File: config.mk
export PLATFORM = sky130hd
export DESIGN_NAME = midi_to_psg_register_writer_unit_flat
export DESIGN_NICKNAME = d
export VERILOG_FILES = /design/src/sv/m2p_pkg.sv /design/src/sv/m2p_in_if.sv /design/src/sv/m2p_out_if.sv /design/src/sv/m2p_front.sv /design/src/sv/m2p_queue.sv /design/src/sv/m2p_back.sv /design/src/sv/midi_to_psg_register_writer_unit.sv /design/src/flat_wrapper.sv
export SDC_FILE = /design/constraint.sdc
export NUM_CORES = 1
export LEC_CHECK = 0
export BUFFER_PORTS_ARGS = -buffer_cell sky130_fd_sc_hd__buf_4
export CORE_MARGIN = 4
export CORE_UTILIZATION = 60
export DETAILED_ROUTE_END_ITERATION = 16
export HOLD_SLACK_MARGIN = 0.15
export PLACE_DENSITY_LB_ADDON = 0.15
export SYNTH_ARGS = -nofsm -noshare
export SYNTH_HDL_FRONTEND = slang
export SYNTH_SLANG_ARGS = --single-unit
File: constraint.sdc
create_clock -name clk -period 11.25 [get_ports clk]
set_clock_uncertainty 0.2 [all_clocks]
set_input_delay 0.5625 -clock clk [delete_from_list [all_inputs] [get_ports clk]]
set_output_delay 0.5625 -clock clk [all_outputs]
set_load 0.01 [all_outputs]
File: src/sv/m2p_pkg.sv
// Shared types, codes and the note period table for the MIDI to PSG register writer.
package m2p_pkg;

  localparam int MAX_WR      = 4;
  localparam int WR_IDX_W    = 2;
  localparam int QUEUE_DEPTH = 4;
  localparam int QPTR_W      = 2;

  localparam logic [1:0] KIND_NOTE_ON  = 2'd0;
  localparam logic [1:0] KIND_NOTE_OFF = 2'd1;
  localparam logic [1:0] KIND_CC       = 2'd2;
  localparam logic [1:0] KIND_INIT     = 2'd3;

  localparam logic [6:0] CC_NOISE    = 7'd1;
  localparam logic [6:0] CC_CHAN_VOL = 7'd7;
  localparam logic [6:0] CC_ALL_OFF  = 7'd123;

  localparam logic [3:0] REG_MIXER    = 4'd7;
  localparam logic [3:0] REG_VOL_BASE = 4'd8;

  // Mixer bits are active low: bit v tone off, bit v+3 noise off.
  localparam logic [5:0] MIXER_ALL_OFF = 6'h3F;

  typedef struct packed {
    logic [3:0] reg_addr;
    logic [7:0] reg_data;
  } wr_t;

  // One decoded event: up to four writes, last_idx is the index of the final one.
  typedef struct packed {
    wr_t [MAX_WR-1:0]    wr;
    logic [WR_IDX_W-1:0] last_idx;
  } cmd_t;

  // Tone period per note number; zero marks a note that is not played.
  localparam logic [11:0] PERIOD_TABLE [128] = '{
    12'd0,    12'd0,    12'd0,    12'd0,    12'd0,    12'd0,    12'd0,    12'd0,
    12'd0,    12'd0,    12'd0,    12'd0,    12'd0,    12'd0,    12'd0,    12'd0,
    12'd0,    12'd0,    12'd0,    12'd0,    12'd0,    12'd4067, 12'd3838, 12'd3623,
    12'd3419, 12'd3228, 12'd3046, 12'd2875, 12'd2714, 12'd2561, 12'd2418, 12'd2282,
    12'd2154, 12'd2033, 12'd1919, 12'd1811, 12'd1709, 12'd1613, 12'd1523, 12'd1437,
    12'd1356, 12'd1280, 12'd1208, 12'd1140, 12'd1076, 12'd1016, 12'd959,  12'd905,
    12'd854,  12'd806,  12'd761,  12'd718,  12'd678,  12'd640,  12'd604,  12'd570,
    12'd538,  12'd507,  12'd479,  12'd452,  12'd427,  12'd403,  12'd380,  12'd359,
    12'd338,  12'd319,  12'd301,  12'd284,  12'd268,  12'd253,  12'd239,  12'd225,
    12'd213,  12'd201,  12'd189,  12'd179,  12'd169,  12'd159,  12'd150,  12'd142,
    12'd134,  12'd126,  12'd119,  12'd112,  12'd106,  12'd100,  12'd94,   12'd89,
    12'd84,   12'd79,   12'd75,   12'd70,   12'd66,   12'd63,   12'd59,   12'd56,
    12'd52,   12'd49,   12'd47,   12'd44,   12'd41,   12'd39,   12'd37,   12'd35,
    12'd33,   12'd31,   12'd29,   12'd27,   12'd26,   12'd24,   12'd23,   12'd21,
    12'd20,   12'd19,   12'd18,   12'd17,   12'd16,   12'd15,   12'd14,   12'd13,
    12'd12,   12'd12,   12'd11,   12'd10,   12'd10,   12'd9,    12'd8,    12'd8
  };

endpackage

File: src/sv/m2p_in_if.sv
// Event channel: valid/ready handshake with the MIDI-style event fields.
interface m2p_in_if;
  logic       valid;
  logic       ready;
  logic [1:0] kind;
  logic [3:0] channel;
  logic [6:0] note;
  logic [6:0] velocity;
  logic [6:0] controller;
  logic [6:0] control_value;

  modport source (output valid, kind, channel, note, velocity, controller, control_value,
                  input ready);
  modport sink   (input valid, kind, channel, note, velocity, controller, control_value,
                  output ready);
endinterface

File: src/sv/m2p_out_if.sv
// Register write channel: valid/ready handshake with address, data and last flag.
interface m2p_out_if;
  logic       valid;
  logic       ready;
  logic [3:0] reg_addr;
  logic [7:0] reg_data;
  logic       last;

  modport source (output valid, reg_addr, reg_data, last, input ready);
  modport sink   (input valid, reg_addr, reg_data, last, output ready);
endinterface

File: src/sv/m2p_front.sv
// Front end: accepts events, updates voice and mixer state, builds the write list.
module m2p_front #(
  parameter int VOICES = 3
) (
  input  logic          clk,
  input  logic          rst_n,
  m2p_in_if.sink        in_evt,
  output logic          push_valid,
  output m2p_pkg::cmd_t push_cmd,
  input  logic          push_ready
);

  localparam int VIDX_W = (VOICES > 1) ? $clog2(VOICES) : 1;

  logic [VOICES-1:0] act_r, act_nxt;
  logic [5:0]        mix_r, mix_nxt;

  logic              accept;
  logic              ch_ok;
  logic [VIDX_W-1:0] ch_idx;
  logic [5:0]        tone_m, noise_m;
  logic [3:0]        vol_addr, plo_addr;
  logic [11:0]       period;

  assign in_evt.ready = push_ready;
  assign accept   = in_evt.valid && push_ready;
  assign ch_ok    = in_evt.channel < 4'(VOICES);
  assign ch_idx   = in_evt.channel[VIDX_W-1:0];
  assign tone_m   = 6'd1 << ch_idx;
  assign noise_m  = 6'd8 << ch_idx;
  assign vol_addr = m2p_pkg::REG_VOL_BASE + 4'(ch_idx);
  assign plo_addr = 4'(ch_idx) << 1;
  assign period   = m2p_pkg::PERIOD_TABLE[in_evt.note];

  always_comb begin
    logic [5:0] m;
    m          = mix_r;
    act_nxt    = act_r;
    mix_nxt    = mix_r;
    push_cmd   = '0;
    push_valid = 1'b0;
    if (accept) begin
      if (in_evt.kind == m2p_pkg::KIND_INIT) begin
        mix_nxt = m2p_pkg::MIXER_ALL_OFF;
        act_nxt = '0;
        push_cmd.wr[0].reg_addr = m2p_pkg::REG_MIXER;
        push_cmd.wr[0].reg_data = 8'(m2p_pkg::MIXER_ALL_OFF);
        for (int v = 0; v < VOICES; v++) begin
          push_cmd.wr[v+1].reg_addr = m2p_pkg::REG_VOL_BASE + 4'(v);
          push_cmd.wr[v+1].reg_data = 8'd0;
        end
        push_cmd.last_idx = VOICES[m2p_pkg::WR_IDX_W-1:0];
        push_valid = 1'b1;
      end else if (ch_ok) begin
        if (in_evt.kind == m2p_pkg::KIND_NOTE_ON) begin
          if (period != 12'd0) begin
            m = (mix_r & ~tone_m) | noise_m;
            mix_nxt = m;
            act_nxt[ch_idx] = 1'b1;
            push_cmd.wr[0].reg_addr = plo_addr;
            push_cmd.wr[0].reg_data = period[7:0];
            push_cmd.wr[1].reg_addr = plo_addr | 4'd1;
            push_cmd.wr[1].reg_data = {4'd0, period[11:8]};
            push_cmd.wr[2].reg_addr = vol_addr;
            push_cmd.wr[2].reg_data = {4'd0, in_evt.velocity[6:3]};
            push_cmd.wr[3].reg_addr = m2p_pkg::REG_MIXER;
            push_cmd.wr[3].reg_data = {2'd0, m};
            push_cmd.last_idx = 2'd3;
            push_valid = 1'b1;
          end
        end else if (in_evt.kind == m2p_pkg::KIND_NOTE_OFF ||
                     (in_evt.kind == m2p_pkg::KIND_CC &&
                      in_evt.controller == m2p_pkg::CC_ALL_OFF)) begin
          act_nxt[ch_idx] = 1'b0;
          push_cmd.wr[0].reg_addr = vol_addr;
          push_cmd.wr[0].reg_data = 8'd0;
          push_valid = 1'b1;
        end else if (in_evt.controller == m2p_pkg::CC_NOISE) begin
          // value >= 64 turns noise on (active-low bit cleared)
          m = in_evt.control_value[6] ? (mix_r & ~noise_m) : (mix_r | noise_m);
          mix_nxt = m;
          push_cmd.wr[0].reg_addr = m2p_pkg::REG_MIXER;
          push_cmd.wr[0].reg_data = {2'd0, m};
          push_valid = 1'b1;
        end else if (in_evt.controller == m2p_pkg::CC_CHAN_VOL) begin
          // new volume goes straight out, and only while the voice is sounding
          if (act_r[ch_idx]) begin
            push_cmd.wr[0].reg_addr = vol_addr;
            push_cmd.wr[0].reg_data = {4'd0, in_evt.control_value[6:3]};
            push_valid = 1'b1;
          end
        end
      end
    end
  end

  always_ff @(posedge clk) begin
    if (!rst_n) begin
      act_r <= '0;
      mix_r <= m2p_pkg::MIXER_ALL_OFF;
    end else begin
      act_r <= act_nxt;
      mix_r <= mix_nxt;
    end
  end

endmodule

File: src/sv/m2p_queue.sv
// Short command queue between the front end and the write sequencer.
module m2p_queue (
  input  logic          clk,
  input  logic          rst_n,
  input  logic          push_valid,
  input  m2p_pkg::cmd_t push_cmd,
  output logic          push_ready,
  output logic          pop_valid,
  output m2p_pkg::cmd_t pop_cmd,
  input  logic          pop_ready
);

  m2p_pkg::cmd_t q_mem [m2p_pkg::QUEUE_DEPTH];

  logic [m2p_pkg::QPTR_W-1:0] wp_r, wp_nxt, rp_r, rp_nxt;
  logic [m2p_pkg::QPTR_W:0]   cnt_r, cnt_nxt;
  logic                       do_push, do_pop;

  assign push_ready = cnt_r != (m2p_pkg::QPTR_W+1)'(m2p_pkg::QUEUE_DEPTH);
  assign pop_valid  = cnt_r != '0;
  assign pop_cmd    = q_mem[rp_r];
  assign do_push    = push_valid && push_ready;
  assign do_pop     = pop_valid && pop_ready;

  always_comb begin
    wp_nxt  = do_push ? wp_r + 1'b1 : wp_r;
    rp_nxt  = do_pop  ? rp_r + 1'b1 : rp_r;
    cnt_nxt = cnt_r;
    if (do_push && !do_pop) begin
      cnt_nxt = cnt_r + 1'b1;
    end else if (do_pop && !do_push) begin
      cnt_nxt = cnt_r - 1'b1;
    end
  end

  always_ff @(posedge clk) begin
    if (!rst_n) begin
      wp_r  <= '0;
      rp_r  <= '0;
      cnt_r <= '0;
    end else begin
      wp_r  <= wp_nxt;
      rp_r  <= rp_nxt;
      cnt_r <= cnt_nxt;
    end
  end

  always_ff @(posedge clk) begin
    if (do_push) begin
      q_mem[wp_r] <= push_cmd;
    end
  end

endmodule

File: src/sv/m2p_back.sv
// Back end: moves a command's writes to the output register, one per unstalled cycle.
module m2p_back (
  input  logic          clk,
  input  logic          rst_n,
  input  logic          pop_valid,
  input  m2p_pkg::cmd_t pop_cmd,
  output logic          pop_ready,
  m2p_out_if.source     out_wr
);

  m2p_pkg::cmd_t                cmd_r, cmd_nxt;
  logic [m2p_pkg::WR_IDX_W-1:0] idx_r, idx_nxt;
  logic                         busy_r, busy_nxt;
  logic                         ov_r, ov_nxt;
  logic [3:0]                   oa_r, oa_nxt;
  logic [7:0]                   od_r, od_nxt;
  logic                         ol_r, ol_nxt;

  logic adv, at_last;

  assign adv       = !ov_r || out_wr.ready;
  assign at_last   = idx_r == cmd_r.last_idx;
  // next command may load in the same cycle its predecessor's last write is registered
  assign pop_ready = !busy_r || (adv && at_last);

  assign out_wr.valid    = ov_r;
  assign out_wr.reg_addr = oa_r;
  assign out_wr.reg_data = od_r;
  assign out_wr.last     = ol_r;

  always_comb begin
    cmd_nxt  = cmd_r;
    idx_nxt  = idx_r;
    busy_nxt = busy_r;
    ov_nxt   = ov_r;
    oa_nxt   = oa_r;
    od_nxt   = od_r;
    ol_nxt   = ol_r;
    if (adv) begin
      ov_nxt = busy_r;
      if (busy_r) begin
        oa_nxt   = cmd_r.wr[idx_r].reg_addr;
        od_nxt   = cmd_r.wr[idx_r].reg_data;
        ol_nxt   = at_last;
        idx_nxt  = idx_r + 1'b1;
        busy_nxt = !at_last;
      end
    end
    if (pop_valid && pop_ready) begin
      cmd_nxt  = pop_cmd;
      idx_nxt  = '0;
      busy_nxt = 1'b1;
    end
  end

  always_ff @(posedge clk) begin
    if (!rst_n) begin
      idx_r  <= '0;
      busy_r <= 1'b0;
      ov_r   <= 1'b0;
    end else begin
      idx_r  <= idx_nxt;
      busy_r <= busy_nxt;
      ov_r   <= ov_nxt;
    end
  end

  always_ff @(posedge clk) begin
    cmd_r <= cmd_nxt;
    oa_r  <= oa_nxt;
    od_r  <= od_nxt;
    ol_r  <= ol_nxt;
  end

endmodule

File: src/sv/midi_to_psg_register_writer_unit.sv
// Top level of the MIDI to PSG register writer.
// Turns note on, note off, control change and initialise events into register
// writes for a three-channel tone generator. The front end takes one event per
// cycle while the command queue has room, updates the per-voice active flags and
// the mixer shadow, and queues the event's write list (zero to four writes; events
// that cause none are dropped there). The back end sends one write per cycle,
// unless the output stalls, through a registered output, with last set on the
// final write of each event. Each event holds the output for all its writes, four
// for note on, so the sustained rate is set by the write sequencer. A four-entry
// command queue lets events be accepted while earlier writes stall at the output.
module midi_to_psg_register_writer_unit #(
  parameter int VOICES = 3
) (
  input  logic      clk,
  input  logic      rst_n,
  m2p_in_if.sink    in_evt,
  m2p_out_if.source out_wr
);

  logic          push_valid, push_ready;
  m2p_pkg::cmd_t push_cmd;
  logic          pop_valid, pop_ready;
  m2p_pkg::cmd_t pop_cmd;

  m2p_front #(
    .VOICES(VOICES)
  ) u_front (
    .clk       (clk),
    .rst_n     (rst_n),
    .in_evt    (in_evt),
    .push_valid(push_valid),
    .push_cmd  (push_cmd),
    .push_ready(push_ready)
  );

  m2p_queue u_queue (
    .clk       (clk),
    .rst_n     (rst_n),
    .push_valid(push_valid),
    .push_cmd  (push_cmd),
    .push_ready(push_ready),
    .pop_valid (pop_valid),
    .pop_cmd   (pop_cmd),
    .pop_ready (pop_ready)
  );

  m2p_back u_back (
    .clk      (clk),
    .rst_n    (rst_n),
    .pop_valid(pop_valid),
    .pop_cmd  (pop_cmd),
    .pop_ready(pop_ready),
    .out_wr   (out_wr)
  );

endmodule

File: src/flat_wrapper.sv
// flat-port wrapper written by rule: the top's interface ports become plain ports
module midi_to_psg_register_writer_unit_flat 
#(
  parameter int VOICES = 3
)
  (clk, rst_n, in_evt_valid, in_evt_kind, in_evt_channel, in_evt_note, in_evt_velocity, in_evt_controller, in_evt_control_value, in_evt_ready, out_wr_valid, out_wr_reg_addr, out_wr_reg_data, out_wr_last, out_wr_ready);
  m2p_in_if in_evt_i ();
  m2p_out_if out_wr_i ();
  input  logic clk;
  input  logic rst_n;
  input wire logic [$bits(in_evt_i.valid)-1:0] in_evt_valid;
  input wire logic [$bits(in_evt_i.kind)-1:0] in_evt_kind;
  input wire logic [$bits(in_evt_i.channel)-1:0] in_evt_channel;
  input wire logic [$bits(in_evt_i.note)-1:0] in_evt_note;
  input wire logic [$bits(in_evt_i.velocity)-1:0] in_evt_velocity;
  input wire logic [$bits(in_evt_i.controller)-1:0] in_evt_controller;
  input wire logic [$bits(in_evt_i.control_value)-1:0] in_evt_control_value;
  output wire logic [$bits(in_evt_i.ready)-1:0] in_evt_ready;
  output wire logic [$bits(out_wr_i.valid)-1:0] out_wr_valid;
  output wire logic [$bits(out_wr_i.reg_addr)-1:0] out_wr_reg_addr;
  output wire logic [$bits(out_wr_i.reg_data)-1:0] out_wr_reg_data;
  output wire logic [$bits(out_wr_i.last)-1:0] out_wr_last;
  input wire logic [$bits(out_wr_i.ready)-1:0] out_wr_ready;
  assign in_evt_i.valid = in_evt_valid;
  assign in_evt_i.kind = in_evt_kind;
  assign in_evt_i.channel = in_evt_channel;
  assign in_evt_i.note = in_evt_note;
  assign in_evt_i.velocity = in_evt_velocity;
  assign in_evt_i.controller = in_evt_controller;
  assign in_evt_i.control_value = in_evt_control_value;
  assign in_evt_ready = in_evt_i.ready;
  assign out_wr_valid = out_wr_i.valid;
  assign out_wr_reg_addr = out_wr_i.reg_addr;
  assign out_wr_reg_data = out_wr_i.reg_data;
  assign out_wr_last = out_wr_i.last;
  assign out_wr_i.ready = out_wr_ready;
  midi_to_psg_register_writer_unit #(.VOICES(VOICES)) u_core (.clk(clk), .rst_n(rst_n), .in_evt(in_evt_i), .out_wr(out_wr_i));
endmodule
==> impl_results.md, run 1 <==
- Status: finished clean
- Detailed Route WL: 22,100 µm
- Total leakage power: 3.67 nW
- # port buffers: 46
- Die area: 0.0182 mm²
- Area of the core: 0.0158 mm²
- Area contributors post-synth: edfxtp_1, mux4_2, dfxtp_1
- Post-route ant nets: 0
- Post-synth EDFFs: 173
- Slowest cell on crit path: ha_1
- Number of synthesis warnings: 0
- Slew @ Worst Pin: 0.864 ns
- Global-route wire length before repair: 35,200 µm
- Top cells by count, synth: edfxtp_1, nor2_1, nand2_1
- Seq. cell area: 0.00560 mm²
- Adder-cell share of the synthesized area: 3.31%
- Cts hold-fix bufs: 0
- Ys flop type: edfxtp_1
- Synth Area in Simple Gates: 11.1%
- H-Tree Depth: 4
- Startpoint Class: input pin
- DP HPWL: 14,400 µm
- Synthesized area: 0.00969 mm²
- DR vias: 6,381
- Crit. End Element: flop
- Number of antenna violations at the first check in global routing: 0
- Via density: 6.46
- Syn Area/Cell: 13.1 µm²
- Placer Congestion: 0.924
- Largest family of logic cells by synthesized area: compound AO/OA/AOI/OAI gates
- Max IR drop VDD: 0.165 mV
- Cells after Synth: 737
- Total power: 2.06 mW
- Largest net degree at the start of global routing: 70
- Layout cell share with drive strength beyond 1: 18.1%
- Synth Area in XOR/XNOR: 0.633%
- Vias in the first global route: 6,175
- I/O Pins: 53
- CP Data Required Time: 11.41 ns
- Relative slew margins: 42.4%
- Nets: 822
- Multi-input logic area: 0.00370 mm²
- Die H: 135 µm
- Sink Count: 193
- Antenna diodes: 0
- Yosys reg bits: 193
- Post-synthesis mux area share: 11.3%
- PwrDens: 193 mW/mm²
- Die outline width: 135 µm
- Fmax achieved: 200 MHz
- CTS Buf Count: 17
- Initial drt markers: 634
- Sequential share of the synthesized area: 57.8%
- Routed wire per std cell: 22.4 µm
- Crit path arrival time: 5.15 ns
- Finish-stage setup viols: 0
- Minimum clock period: 4.99 ns
- Initial Util: 61.2%
- Asr flop ratio synth: 0%
- Area grow syn2layout: 10.5%
- Overall routing resource usage: 25.4%
- Hold Crit Class: in -> reg
- CTS resizes: 0
- Max-cap violations: 0
- Crit Path Class: in -> reg
- Cell chain of the critical path: buf_4, inv_1, ha_1, inv_1, mux4_2, o211ai_1, a32oi_1, or3_4, nor4_4, buf_4, o22a_1, inv_1, ha_1, inv_1, fa_1, xor2_1, or3_1, a21oi_1
- Synth area leader: edfxtp_1
- CP max FO: 22
- Final hold vios: 0
- Crit path largest cell delay: 0.63 ns
- Synth cell types: 73
- Post-CTS Repair Setup Buffers: 0
- CTS root buf: clkbuf_16
- Total negative slack: 0 ns
- Crit path top cell by count: inv_1
- Unrepaired setup endpoints after global routing: false
- Most numerous cell in the Yosys netlist: edfxtp_1
- Post-route DRC violation count: 0
- Skew-Pair Late Insertion Delay: 0.43 ns
- CTS tree: built
- Compound-Gate Fraction of Synth Area: 11.9%
- CTS clk-pin slew, worst paths: 0.07 ns
- Syn nets: 800
- Pins Over Slew Limit: 0
- Post-synth top area share: 53.6%
- Fill cells: 1,125
- Longest Clk Path Bufs: 2
- Total grt overflow: 0
- Pre-antenna DRT Iters: 5
- Crit share post-route: 44.4%
- Row Count: 46
[cell usage in the layout, fill, tap and decap left out, drive strengths merged, types with 10 or more instances in the layout]
| cell | netlist | routed |
|---|---|---|
| buf | 32 | 55 |
| nand3 | 14 | 14 |
| a211oi | 12 | 12 |
| inv | 31 | 38 |
| and2 | 17 | 17 |
| nor3 | 10 | 10 |
| o21ai | 23 | 23 |
| edfxtp | 173 | 173 |
| nand2 | 41 | 41 |
| ha | 24 | 24 |
| mux2i | 18 | 18 |
| a21oi | 37 | 37 |
| mux4 | 39 | 39 |
| nor2 | 51 | 51 |
| nor2b | 14 | 14 |
| or3 | 10 | 10 |
| dfxtp | 20 | 20 |
| clkbuf | 20 | 18 |
| nand2b | 19 | 19 |
[state kept, by name (all words and copies together) (netlist names), 2 cells and up]
register,count
u_core.u_front.mix_r,6
u_core.u_queue.cnt_r,3
u_core.u_queue.wp_r,2
u_core.u_queue.rp_r,2
u_core.u_queue.q_mem,128
u_core.u_back.out_wr.reg_data,8
u_core.u_back.cmd_r,32
u_core.u_back.out_wr.reg_addr,4
u_core.u_back.idx_r,2
u_core.u_front.act_r,3
[worst max-delay path: cells and delay by family]
family,cells,cell delay (ns)
and+or+nand+nor,3,0.99
AOI/OAI and AO/OA,4,0.80
muxes,1,0.50
xor gates and xnor gates,1,0.07
adders and majority gates,3,1.05
buffers and inverters,6,1.13
[per-layer routing]
metal  vias to the layer above  track usage [%]  share of wire (%)  wire (µm)
li1                       2903                -                  -          -
met1                      3180             37.6                 44       9720
met2                       270             39.2                 48      10600
met3                        28             4.88                6.3       1400
met4                         0             6.83                1.6        352
met5                         -                0                  0          0
[cell type report]
cell class	instances	area share, %
Sequential cell	193	52.3
Multi-Input combinational cell	460	34.6
Clock buffer	18	4.01
Timing Repair Buffer	55	3.86
Tap cell	216	2.53
Clock inverter	14	1.58
Inverter	32	1.12
[power breakdown]
group / internal (mW) / switching, mW
registers: 0.940 / 0.0510
logic: 0.209 / 0.269
clock network: 0.318 / 0.277
total: 1.47 / 0.597
[per-stage QoR]
stage               std cells  setup WS (ns)  instance area (µm²)  hold WS, ns  util [%]
floorplan                 737           6.82                 9690        0.257         -
global placement          956           5.98                10100        0.280      63.8
detailed placement        956           5.90                10100        0.294      63.8
CTS                       988           6.34                10700        0.199      67.6
global route              988           6.07                10700        0.199      67.6
finish                    988           6.26                10700        0.213      67.6
[cells by family after synthesis]
kind of cell             after synthesis
adder cells (fa/ha/maj)               25
multiplexers                          60
AO/OA/AOI/OAI                        161
XOR/XNOR                               7
AND/OR/NAND/NOR                      207
buffers and inverters                 84
flip-flops                           193
[final timing paths]
| path | from | endpoint | slack (ns) | cells after the start |
|---|---|---|---|---|
| worst max-delay path | in_evt_note[1] | u_core.u_queue.cnt_r[2] | 6.26 | 18 |
| worst min-delay path | rst_n | u_core.u_front.mix_r[2] | 0.21 | 2 |
| worst max register to register | u_core.u_back.idx_r[0] | u_core.u_queue.cnt_r[2] | 7.89 | 10 |
| worst min register to register | u_core.u_queue.wp_r[1] | u_core.u_queue.wp_r[1] | 0.31 | 2 |
(Power assumes the default switching activity.)
==> run 2, diff against run 1 <==
- CORE_UTILIZATION: 60 -> 55
- clock period: 11.25 -> 4.04 ns (I/O delays scaled with it)
==> impl_results.md, run 2 (synthesized netlist as in run 1, its figures left out) <==
- Worst r2r src: u_core.u_back.idx_r[1]
- PwrDens: 512 mW/mm² (+170%)
- CTS root buf: clkbuf_16
- Unrepaired setup endpoints after global routing: false
- Initial Util: 56.0% (-5.2 points)
- Most frequent cells in the layout: edfxtp_1, buf_4, nor2_1
- Skew-Pair Late Insertion Delay: 0.43 ns (about the same)
- Post-route ant nets: 0 (unchanged)
- Crit path arrival time: 3.89 ns (-1.26 ns)
- Area of the core: 0.0173 mm² (+9.3%)
- Pins Over Slew Limit: 0 (unchanged)
- Placed instance area: 0.0108 mm² (+6.4%)
- Crit share post-route: 92.4%
- Total negative slack: 0 ns (unchanged)
- Detailed Route WL: 24,200 µm (+9.5%)
- Layout cell share with drive strength beyond 1: 24.9% (+6.8 points)
- # port buffers: 46 (unchanged)
- Slew @ Worst Pin: 0.816 ns (-0.0484 ns)
- Nets: 912 (+11%)
- Crit path top cell by count: buf_4
- Area grow syn2layout: 18.7%
- Reg with most FFs: u_core.u_queue.q_mem
- Overall routing resource usage: 25.0% (-0.41 points)
- Global-route wire length before repair: 38,000 µm (+7.9%)
- H-Tree Depth: 4 (unchanged)
- Row Count: 48 (+4.3%)
- Max-cap violations: 0 (unchanged)
- Total leakage power: 4.12 nW (+12%)
- Hold path startpoint: in_evt_note[5]
- CTS Buf Count: 17 (unchanged)
- DR vias: 6,754 (+5.8%)
- Largest net degree at the start of global routing: 35 (-50%)
- CP Data Required Time: 4.20 ns (-7.21 ns)
- Min Hold Slack: 0.195 ns (-0.0180 ns)
- Placer Congestion: 0.974 (+5.5%)
- Pre-antenna DRT Iters: 5 (unchanged)
- CP max FO: 9 (-59%)
- Number of antenna violations at the first check in global routing: 0 (unchanged)
- Routed wire per std cell: 22.3 µm (-0.44%)
- Total grt overflow: 0 (unchanged)
- DP HPWL: 16,200 µm (+13%)
- Sink Count: 193 (unchanged)
- Slowest cell on crit path: a221oi_1
- Max reg flops: 128 (unchanged)
- Die H: 141 µm (+4.2%)
- CTS clk-pin slew, worst paths: 0.08 ns (about the same)
- Crit path largest cell delay: 0.44 ns (-0.19 ns)
- Most common cell after layout, fill and taps aside: edfxtp_1
- Die outline width: 141 µm (+4.2%)
- Minimum clock period: 3.73 ns
- Longest Clk Path Bufs: 2 (unchanged)
- Via density: 6.21 (-3.8%)
- Post-route DRC violation count: 0 (unchanged)
- Cell chain of the critical path: buf_4, inv_1, ha_1, buf_4, nor2b_1, nor2_1, o22ai_1, a221oi_1, buf_4, nand4_1, buf_4, nor4_4, o22a_1, inv_1, ha_1, inv_1, fa_1, xor2_1, or3_1, a21oi_1
- CTS tree: built
- Hold Crit Class: in -> reg
- Relative slew margins: 45.4% (+3.0 points)
- Final hold vios: 0 (unchanged)
- Crit. End Element: flop
- I/O Pins: 53 (unchanged)
- Initial drt markers: 728 (+15%)
- Fmax achieved: 268 MHz
- Die area: 0.0198 mm² (+8.5%)
- Crit Path Class: in -> reg
- Max IR drop VDD: 0.576 mV (+250%)
- Finish-stage setup viols: 0 (unchanged)
- Design area: 0.0115 mm² (+7.4%)
- CP Launch Point: in_evt_note[0]
- Status: finished clean
- Startpoint Class: input pin
- Antenna diodes: 0 (unchanged)
- Vias in the first global route: 6,759 (+9.5%)
-- run 2: cell types whose count changed in the layout (fill, tap and decap cells not counted), sizes merged --
| cell | previous run | this run |
|---|---|---|
| buf | 55 | 130 |
| dlygate4sd3 | 0 | 15 |
| inv | 38 | 43 |
| clkinvlp | 2 | 0 |
| bufinv | 1 | 0 |
| clkbuf | 18 | 17 |
| clkinv | 5 | 4 |
-- run 2: worst paths after layout --
path | slack (ns) | to | cells after the start
worst max-delay path | 0.31 | u_core.u_queue.cnt_r[2] | 20
worst min-delay path | 0.20 | u_core.u_queue.q_mem[1][16] | 3
worst max register to register | 0.96 | u_core.u_queue.cnt_r[2] | 10
worst min register to register | 0.32 | u_core.u_queue.wp_r[0] | 2
-- run 2: what timing repair did --
action	in CTS	in global routing
resized for setup	0	0
hold endpoints to repair	60	0
hold buffers	15	0
setup endpoints to repair	0	0
setup buffers	0	0
-- run 2: metrics by stage --
stage	setup WS (ns)	cells	util [%]	total power, mW
2_1_floorplan	0.0910	737	-	3.69
3_3_place_gp	-0.0800	1040	62.2	4.20
3_5_place_dp	-0.0652	1040	62.2	4.24
4_1_cts	0.369	1087	66.5	5.93
5_1_grt	0.0675	1087	66.5	6.16
6_report	0.307	1087	66.5	5.89
-- run 2: per-layer routing --
metal / vias to the layer above / track usage [%] / share of wire (%)
li1: 3088 / - / -
met1: 3356 / 32.4 / 40
met2: 269 / 43.2 / 52
met3: 41 / 3.49 / 5.0
met4: 0 / 8.98 / 2.8
met5: - / 0 / 0
-- run 2: layout make-up --
type	instances	area, µm²
Sequential cell	193	5600
Clock buffer	17	425
Tap cell	225	282
Clock inverter	15	169
Multi-Input combinational cell	460	3700
Inverter	32	120
Fill cell	1217	5800
Timing Repair Buffer	145	1200
-- run 2: worst max-delay path: cells and delay by family --
kind,cells,cell delay [ns]
XOR/XNOR,1,0.08
AO/OA/AOI/OAI,4,0.91
adder cells (fa/ha/maj),3,0.81
buffers and inverters,7,0.96
AND/OR/NAND/NOR,5,0.90
-- run 2: where the power goes --
part / leakage (nW) / switching [mW] / internal (mW) / total, mW
Combinational: 2.06 / 0.761 / 0.671 / 1.43
Sequential: 1.77 / 0.170 / 2.62 / 2.79
Clock: 0.292 / 0.825 / 0.844 / 1.67
Total: 4.12 / 1.76 / 4.13 / 5.89
